`src/rtl/lsag_pkg.sv`:
```
// types and codes for the load/store address generator
package lsag_pkg;

    // instruction classes
    localparam logic [1:0] OP_SINGLE = 2'd0;
    localparam logic [1:0] OP_HALF   = 2'd1;
    localparam logic [1:0] OP_MULTI  = 2'd2;
    localparam logic [1:0] OP_RSVD   = 2'd3;

    localparam logic [3:0] LINK_REG = 4'd14;

    typedef enum logic [1:0] {
        SH_LSL = 2'd0,
        SH_LSR = 2'd1,
        SH_ASR = 2'd2,
        SH_ROR = 2'd3
    } t_shift;

    typedef enum logic [4:0] {
        KIND_STR   = 5'd0,
        KIND_LDR   = 5'd1,
        KIND_STRT  = 5'd2,
        KIND_LDRT  = 5'd3,
        KIND_STRB  = 5'd4,
        KIND_LDRB  = 5'd5,
        KIND_STRBT = 5'd6,
        KIND_LDRBT = 5'd7,
        KIND_STRH  = 5'd8,
        KIND_LDRD  = 5'd9,
        KIND_STRD  = 5'd10,
        KIND_LDRH  = 5'd11,
        KIND_LDRSB = 5'd12,
        KIND_LDRSH = 5'd13,
        KIND_STM1  = 5'd14,
        KIND_LDM1  = 5'd15,
        KIND_STM2  = 5'd16,
        KIND_LDM2  = 5'd17,
        KIND_LDM3  = 5'd18
    } t_kind;

    typedef struct packed {
        logic [1:0]  op;
        logic [31:0] instruction;
        logic [31:0] base_value;
        logic [31:0] offset_value;
        logic        carry_flag;
    } t_req;

    typedef struct packed {
        logic [31:0] address;
        logic [31:0] end_address;
        logic [31:0] new_base;
        logic        base_write;
        logic [3:0]  base_reg;
        logic [3:0]  data_reg;
        logic [4:0]  access_kind;
        logic [4:0]  transfer_count;
        logic        undefined;
        logic        unpredictable;
    } t_res;

endpackage

```
`src/rtl/lsag_shift.sv`:
```
// barrel shifter for register-scaled offsets (lsl, lsr, asr, ror, rrx)
module lsag_shift (
    input  lsag_pkg::t_shift i_kind,
    input  logic [4:0]       i_amt,
    input  logic [31:0]      i_value,
    input  logic             i_carry,
    output logic [31:0]      o_value
);
    import lsag_pkg::*;

    logic [5:0] rot_left;

    assign rot_left = 6'd32 - {1'b0, i_amt};

    always_comb begin
        case (i_kind)
            SH_LSL: begin
                o_value = i_value << i_amt;
            end
            SH_LSR: begin
                // amount zero encodes a shift by 32
                o_value = (i_amt == 5'd0) ? 32'd0 : (i_value >> i_amt);
            end
            SH_ASR: begin
                o_value = (i_amt == 5'd0) ? {32{i_value[31]}}
                                          : 32'($signed(i_value) >>> i_amt);
            end
            SH_ROR: begin
                // amount zero is rotate right extended through carry
                o_value = (i_amt == 5'd0) ? {i_carry, i_value[31:1]}
                                          : ((i_value >> i_amt) | (i_value << rot_left));
            end
            default: begin
                o_value = i_value;
            end
        endcase
    end

endmodule

```
`src/rtl/lsag_calc.sv`:
```
// decode and address arithmetic for one load/store request
module lsag_calc (
    input  lsag_pkg::t_req i_req,
    output lsag_pkg::t_res o_res
);
    import lsag_pkg::*;

    function automatic logic [2:0] pop4(input logic [3:0] v);
        pop4 = 3'(v[0]) + 3'(v[1]) + 3'(v[2]) + 3'(v[3]);
    endfunction

    logic [31:0] ins;
    logic [31:0] base;
    logic        p, u, b22, w, l;
    logic [3:0]  rd;
    logic [31:0] scaled;
    logic [31:0] off_single;
    logic [31:0] sum_single;
    logic [31:0] off_half;
    logic [31:0] sum_half;
    logic [4:0]  list_cnt;
    logic [31:0] span;
    logic [31:0] span_m4;
    logic [31:0] m_addr;
    logic [31:0] m_end;
    logic [31:0] m_base;
    logic [2:0]  hsel;
    logic [2:0]  msel;

    assign ins  = i_req.instruction;
    assign base = i_req.base_value;
    assign p    = ins[24];
    assign u    = ins[23];
    assign b22  = ins[22];
    assign w    = ins[21];
    assign l    = ins[20];
    assign rd   = ins[15:12];

    lsag_shift u_shift (
        .i_kind  (t_shift'(ins[6:5])),
        .i_amt   (ins[11:7]),
        .i_value (i_req.offset_value),
        .i_carry (i_req.carry_flag),
        .o_value (scaled)
    );

    // single word/byte offset and sum
    assign off_single = ins[25] ? scaled : {20'd0, ins[11:0]};
    assign sum_single = u ? (base + off_single) : (base - off_single);

    // halfword/doubleword offset and sum
    assign off_half = b22 ? {24'd0, ins[11:8], ins[3:0]} : i_req.offset_value;
    assign sum_half = u ? (base + off_half) : (base - off_half);

    // multiple: register list size, span in bytes
    assign list_cnt = 5'(pop4(ins[3:0])) + 5'(pop4(ins[7:4]))
                    + 5'(pop4(ins[11:8])) + 5'(pop4(ins[15:12]));
    assign span     = {25'd0, list_cnt, 2'b00};
    assign span_m4  = span - 32'd4;

    assign m_addr = u ? (base + (p ? 32'd4 : 32'd0)) : (base - (p ? span : span_m4));
    assign m_end  = u ? (base + (p ? span : span_m4)) : (base - (p ? 32'd4 : 32'd0));
    assign m_base = u ? (base + span) : (base - span);

    assign hsel = {l, ins[6], ins[5]};
    assign msel = {b22, l, ins[15]};

    always_comb begin
        o_res                = '0;
        o_res.address        = base;
        o_res.end_address    = base;
        o_res.new_base       = base;
        o_res.base_write     = 1'b0;
        o_res.base_reg       = ins[19:16];
        o_res.data_reg       = rd;
        o_res.access_kind    = KIND_STR;
        o_res.transfer_count = 5'd1;
        o_res.undefined      = 1'b0;
        o_res.unpredictable  = 1'b0;
        case (i_req.op)
            OP_SINGLE: begin
                if (p) begin
                    o_res.address = sum_single;
                    if (w) begin
                        o_res.new_base   = sum_single;
                        o_res.base_write = 1'b1;
                    end
                end else begin
                    o_res.new_base   = sum_single;
                    o_res.base_write = 1'b1;
                end
                // post-indexed with writeback selects the user-mode variant
                o_res.access_kind = {2'b00, b22, (!p && w), l};
                o_res.end_address = o_res.address;
            end
            OP_HALF: begin
                if (!p && !w) begin
                    o_res.new_base   = sum_half;
                    o_res.base_write = 1'b1;
                end else if (p) begin
                    o_res.address = sum_half;
                    if (w) begin
                        o_res.new_base   = sum_half;
                        o_res.base_write = 1'b1;
                    end
                end else begin
                    o_res.undefined = 1'b1;
                end
                case (hsel)
                    3'b001:  o_res.access_kind = KIND_STRH;
                    3'b010:  o_res.access_kind = KIND_LDRD;
                    3'b011:  o_res.access_kind = KIND_STRD;
                    3'b101:  o_res.access_kind = KIND_LDRH;
                    3'b110:  o_res.access_kind = KIND_LDRSB;
                    3'b111:  o_res.access_kind = KIND_LDRSH;
                    default: begin
                        o_res.access_kind = KIND_STR;
                        o_res.undefined   = 1'b1;
                    end
                endcase
                if (o_res.access_kind == KIND_LDRD) begin
                    o_res.unpredictable = rd[0] || (rd == LINK_REG)
                                        || (o_res.address[1:0] != 2'b00);
                end else if (o_res.access_kind == KIND_STRD) begin
                    o_res.unpredictable = rd[0] || (rd == LINK_REG)
                                        || (o_res.address[2:0] != 3'b000);
                end
                if (o_res.undefined) begin
                    o_res.base_write = 1'b0;
                    o_res.new_base   = base;
                end
                o_res.end_address = o_res.address;
            end
            OP_MULTI: begin
                o_res.transfer_count = list_cnt;
                o_res.address        = m_addr;
                o_res.end_address    = m_end;
                if (w) begin
                    o_res.new_base   = m_base;
                    o_res.base_write = 1'b1;
                end
                case (msel)
                    3'b000, 3'b001: o_res.access_kind = KIND_STM1;
                    3'b010, 3'b011: o_res.access_kind = KIND_LDM1;
                    3'b100, 3'b101: o_res.access_kind = KIND_STM2;
                    3'b110:         o_res.access_kind = KIND_LDM2;
                    default:        o_res.access_kind = KIND_LDM3;
                endcase
            end
            default: begin
                o_res.undefined = 1'b1;
            end
        endcase
    end

endmodule

```
`src/rtl/load_store_address_generator.sv`:
```
// load/store address generator top level: request register, compute, result register
//
//  channel   valid     stall     payload   direction
//  request   i_valid   o_stall   i_req     in
//  result    o_valid   i_stall   o_res     out
//
// one request per cycle while o_stall is low; each request passes the request register and then the result register
// the request register feeds lsag_calc, whose output is caught in the result register
// the request side stalls only when both registers are full and the result is stalled
// synchronous active-low reset empties both registers
module load_store_address_generator (
    input  logic           i_clk,
    input  logic           i_rst_n,
    input  logic           i_valid,
    output logic           o_stall,
    input  lsag_pkg::t_req i_req,
    output logic           o_valid,
    input  logic           i_stall,
    output lsag_pkg::t_res o_res
);
    import lsag_pkg::*;

    logic r_in_valid;
    logic n_in_valid;
    t_req r_in;
    logic r_out_valid;
    logic n_out_valid;
    t_res r_out;
    t_res calc_res;
    logic out_adv;
    logic in_adv;

    lsag_calc u_calc (
        .i_req (r_in),
        .o_res (calc_res)
    );

    assign out_adv = !r_out_valid || !i_stall;
    assign in_adv  = !r_in_valid || out_adv;

    assign n_in_valid  = in_adv ? i_valid : r_in_valid;
    assign n_out_valid = out_adv ? r_in_valid : r_out_valid;

    always_ff @(posedge i_clk) begin
        if (!i_rst_n) begin
            r_in_valid  <= 1'b0;
            r_out_valid <= 1'b0;
        end else begin
            r_in_valid  <= n_in_valid;
            r_out_valid <= n_out_valid;
        end
    end

    always_ff @(posedge i_clk) begin
        if (in_adv && i_valid) begin
            r_in <= i_req;
        end
        if (out_adv && r_in_valid) begin
            r_out <= calc_res;
        end
    end

    assign o_stall = !in_adv;
    assign o_valid = r_out_valid;
    assign o_res   = r_out;

endmodule

```
`config.mk`:
```
export PLATFORM = sky130hd
export DESIGN_NAME = load_store_address_generator
export DESIGN_NICKNAME = d
export VERILOG_FILES = /design/src/rtl/lsag_pkg.sv /design/src/rtl/lsag_shift.sv /design/src/rtl/lsag_calc.sv /design/src/rtl/load_store_address_generator.sv
export SDC_FILE = /design/constraint.sdc
export NUM_CORES = 1
export LEC_CHECK = 0
export BUFFER_PORTS_ARGS = -buffer_cell sky130_fd_sc_hd__buf_2
export CAP_MARGIN = 25
export CORE_UTILIZATION = 45
export CTS_CLUSTER_DIAMETER = 80
export DETAILED_ROUTE_END_ITERATION = 7
export MAX_ROUTING_LAYER = met4
export PLACE_DENSITY = 0.77
export SLEW_MARGIN = 40
export SYNTH_ARGS = -nofsm -noshare
export SYNTH_HDL_FRONTEND = slang
export SYNTH_SLANG_ARGS = --single-unit
```
`constraint.sdc`:
```
create_clock -name i_clk -period 8.9 [get_ports i_clk]
set_input_delay 0.445 -clock i_clk [delete_from_list [all_inputs] [get_ports i_clk]]
set_output_delay 0.445 -clock i_clk [all_outputs]
set_load 0.01 [all_outputs]
```
; ---- Word level (Yosys, flattened, before mapping)
; Index checks and enable logic that the tools add are counted.
[totals]
ff_bits = 212
word_cells = 131
[op_classes]
n_addsub = 27
eq_ne = 20
n_shift = 4
n_mux = 36
bitwise = 1
n_reduce_logical = 26
[ops]
columns = cell, count
row1 = two-way mux 32 bit, 15
row2 = one-hot mux 97 bit (3 select lines), 1
row3 = two-way mux 33 bit, 7
row4 = adder 32 bit, 4
row5 = one-hot mux 32 bit (4 select lines), 1
row6 = subtractor 32 bit, 4
row7 = adder 32 x 7 -> 32 bit, 1
row8 = bitwise OR 32 bit, 1
row9 = left shift 32 x 5 -> 32 bit, 1
row10 = left shift 32 x 6 -> 32 bit, 1
row11 = >> shifter 32 x 5 -> 32 bit, 1
row12 = >>> shifter 32 x 5 -> 32 bit, 1
row13 = subtractor 32 x 7 -> 32 bit, 1
row14 = one-hot mux 4 bit (6 select lines), 1
row15 = one-hot mux 5 bit (4 select lines), 1
row16 = == test 3 bit (second input constant), 6
row17 = one-hot mux 5 bit (3 select lines), 1
row18 = adder 2 x 1 -> 3 bit, 4
row19 = adder 3 x 1 -> 3 bit, 4
row20 = == test 3 x 2 -> 1 bit (second input constant), 4
row21 = adder 5 x 3 -> 5 bit, 2
row22 = == test 5 x 4 -> 1 bit (second input constant), 2
row23 = adder 1 x 1 -> 2 bit, 4
row24 = OR reduction 2 bit, 4
row25 = other kinds (20), 42

; ---- Depth between registers and ports, before layout
[logic_depth]
ltp_word = 11
ltp_mapped = 36

; ---- Cells and area by module
; Synthesis repeated with hierarchy kept, for this count alone.
[hier_totals]
hier_cells = 3282
hier_area_um2 = 27599.0
[modules_own_cells]
columns = mod, instances, cells_each, area_per_inst_um2, seq_area_each_um2
row1 = lsag_calc, 1, 2077, 13431.6, 0.0
row2 = lsag_shift, 1, 981, 7597.3, 0.0
row3 = load_store_address_generator, 1, 224, 6570.1, 6526.3

; ---- Worst setup path after synthesis
; No wires, ideal clock.
[synth_timing]
kind = input to register
startpoint = input port i_stall
endpoint = register r_out, in the netlist o_res[0] (enable)
setup_time_ns = 0.763
t_arrival_ns = 8.766
required_ns = 8.137
path_slack_ns = -0.630
stages = 1
n_path_buf = 0
path_cell_list = a21boi_0
[synth_between]
elab_chain_len = 3
[synth_rtl]
columns = element, line
row1 = start: declaration, load_store_address_generator.sv:18  ; input logic i_stall,
row2 = zero test 1 bit, load_store_address_generator.sv:38  ; assign out_adv = !r_out_valid || !i_stall;
row3 = logical OR 1 bit, load_store_address_generator.sv:38
row4 = logical AND 1 bit, load_store_address_generator.sv:58  ; if (out_adv && r_in_valid) begin
row5 = end signal: assignment, load_store_address_generator.sv:59  ; r_out <= calc_res;
row6 = end: declaration, load_store_address_generator.sv:28  ; t_res r_out;
; No other way between the ends.
; A chain may end at the register's enable or synchronous reset.

==> key figures <==
Status
  • Status: finished with violations
  • Failing checks: setup timing

Worst setup path
  • Most common cell on crit path: fa_1
  • Setup CP Type: flip-flop to flip-flop
  • Startpoint type of the worst setup path: flip-flop
  • CP peak stage delay: 560 ps
  • Worst Path Required: 9230 ps
  • Crit-path max FO: 4
  • Slowest-stage cell, CP: fa_1
  • Crit end category: flip-flop
  • Critical Path AT: 9280 ps

STA
  • RSZ-0062 raised after global routing: yes
  • Worst Tran Pin Value: 1030 ps
  • Final Max Slew Viols: 0
  • Hold Fails Final Rpt: 0
  • Max transition margin: 0.313
  • Final setup fails: 1
  • Final critical-path share of the clock period: 1.01
  • Clock skew: 26.7 ps
  • Fin worst setup slack: -52.3 ps
  • Fmax: 0.112 GHz
  • Final min period: 8950 ps

Finish
  • Layout area overhead: 17.4%
  • Total Nets Final: 3675
  • Diode count: 0
  • Layout cell share with drive strength beyond 1: 0.220
  • Most frequent cells in the layout: 279 x nand2_1, 270 x a21oi_1, 263 x buf_4
  • Fillers: 5353
  • Most common cell after layout, fill and taps aside: nand2_1
  • Post-Layout Cell Count: 4158
  • Final instance area: 0.0307 mm^2
  • Sequential Area: 0.00629 mm^2
  • Fin util: 0.539
  • Area of the multi-input gates: 0.0190 mm^2

Floorplanning
  • Rows: 87
  • Die Span X: 243 um
  • IO Pins: 222
  • Die height: 243 um
  • Die area: 0.0590 mm^2
  • CORE AREA: 0.0568 mm^2
  • Initial core utilization: 0.459

Yosys
  • Post-synth EDFFs: 208
  • Top cells by area, synth: edfxtp_1 24%, ha_1 8.4%, a21oi_1 5.4%
  • Seq/Total Area, Yosys: 0.241
  • Largest area contributor in the netlist: edfxtp_1
  • Top FF cell, synth: edfxtp_1
  • Synth unique cells: 107
  • Mapped Cells: 3064
  • Net count after synthesis: 3356
  • Asr flop ratio synth: 0
  • Syn Std Cell Area: 0.0261 mm^2
  • Syn Area/Cell: 8.52 um^2
  • FF+latch count, synth: 210
  • Top-area cell type share of the netlist area: 0.239
  • Yosys warnings: 0

Worst hold path
  • Hold WC Path Type: input pin to flip-flop

Detailed routing
  • Iter 0 DRT Violations: 3018
  • Routed WL: 117000 um
  • Drt pass-1 iters: 6
  • Average wire per standard cell: 28.2 um
  • Vias: 28000
  • DRC Markers: 0
  • Vias/cell: 6.72
  • Number of routed nets with antenna violations: 0

GRT
  • Vias in the first global route: 26700
  • Total grt overflow: 0
  • Largest net degree at the start of global routing: 105
  • Global-route wire length before repair: 171000 um
  • Antenna violations before repair: 1
  • Global Route Usage Sum: 0.396

Power
  • Pwr per Cell Area: 268 mW/mm^2
  • LEAKAGE: 12.7 nW
  • Power Total: 8.22 mW
  • VDD IR max: 0.272 mV

Place
  • Final HPWL DP: 87000 um
  • PortBufs: 215
  • DP Area: 0.0292 mm^2
  • Placed cells: 4092
  • Placer Congestion: 1.11

Clocking
  • CTS HTree Levels: 1
  • Num CTS Buffers: 25
  • Worst skew pair latency: 590 ps
  • CTS root buffer: clkbuf_16
  • Clk buf depth: 3
  • CTS tree: yes
  • CTS sink cnt: 210
  • Clock transition at the registers of the reported paths: 60 ps

Job
  • Max cap viols: 0
## kinds of logic after synthesis
family / after synthesis / synth area share
AOI/OAI and AO/OA: 1069 / 0.273
xor gates and xnor gates: 178 / 0.0597
adders and majority gates: 189 / 0.0946
buffers and inverters: 292 / 0.0494
DFF: 210 / 0.241
muxes: 214 / 0.114
and+or+nand+nor: 912 / 0.169
## path summary, 6_finish.rpt
path	startpoint	to	slack (ps)	cells past startpoint
hold reg to reg	r_in[84]	o_res[19]	420	0
setup reg to reg	r_in[65]	o_res[115]	-50	34
setup / recovery	r_in[65]	o_res[115]	-50	34
hold / removal	i_req[36]	r_in[36]	20	1
## synth_stat cells (all sizes together), types with 11 or more instances
cell / number
nand2: 284
a21oi: 281
nor2: 238
o21ai: 214
edfxtp: 208
ha: 175
clkbuf: 124
mux2i: 116
xnor2: 111
a21o: 91
inv: 86
buf: 80
xor2: 67
nand3: 63
mux4: 61
nor3: 57
a31oi: 51
nor2b: 42
nand2b: 38
mux2: 37
o211ai: 35
o21a: 35
and3: 33
a211oi: 32
o22ai: 31
or3: 29
o31ai: 28
and2: 25
a221oi: 24
a22oi: 23
nor4: 21
or2: 20
a21boi: 18
o21bai: 16
o221ai: 16
nand4: 15
o2111ai: 15
a221o: 14
fa: 14
a2111oi: 13
a222oi: 13
a211o: 12
nor3b: 12
a22o: 11
## layer usage
| metal | wire length, um | GRT usage | part of all wire |
|---|---|---|---|
| met5 | 0 | - | 0 |
| met4 | 9790 | 0.268 | 0.084 |
| met3 | 12000 | 0.0723 | 0.10 |
| met2 | 52200 | 0.611 | 0.45 |
| met1 | 43100 | 0.470 | 0.37 |
## repair_timing
action                                 CTS  global route
pin swaps                               13            22
hold buffers                             8             0
gates resized for setup                 36            45
endpoints found under the hold margin    8             0
gates cloned                             0             0
setup endpoints to repair               14            36
buffers inserted                         2             8
## critical path: cells and delay by family (launching register included)
family,cells,cell delay [ps]
AO/OA/AOI/OAI,10,1920
buffers and inverters,5,260
adder cells (fa/ha/maj),13,5000
AND/OR/NAND/NOR,6,1090
flip-flops,1,430
## final cells by class
cell class | count | share of cell area
Multi-Input combinational cell | 2562 | 0.618
Sequential cell | 210 | 0.205
Timing Repair Buffer | 496 | 0.107
Tap cell | 756 | 0.0309
Clock buffer | 29 | 0.0209
Inverter | 88 | 0.0108
Clock inverter | 17 | 0.00722
## sequential cells by signal (all words and copies together), names as in the netlist
name and count:
o_res 115, r_in 93, o_valid 1, r_in_valid 1
## stage by stage
step / setup TNS, ps / hold slack, ps / worst slack [ps]
2_1_floorplan: 0 / 400 / 28.7
3_3_place_gp: -1050 / 403 / -419
3_5_place_dp: -1920 / 405 / -508
4_1_cts: -383 / 0.538 / -74.7
5_1_grt: -2060 / 16.0 / -275
6_report: -52.3 / 24.0 / -52.3
## power breakdown
part	leakage [nW]	internal, mW	switching (mW)
logic	10.3	2.64	3.16
clock network	0.421	0.640	0.452
registers	2.01	1.23	0.0992
(Power assumes the default switching activity.)
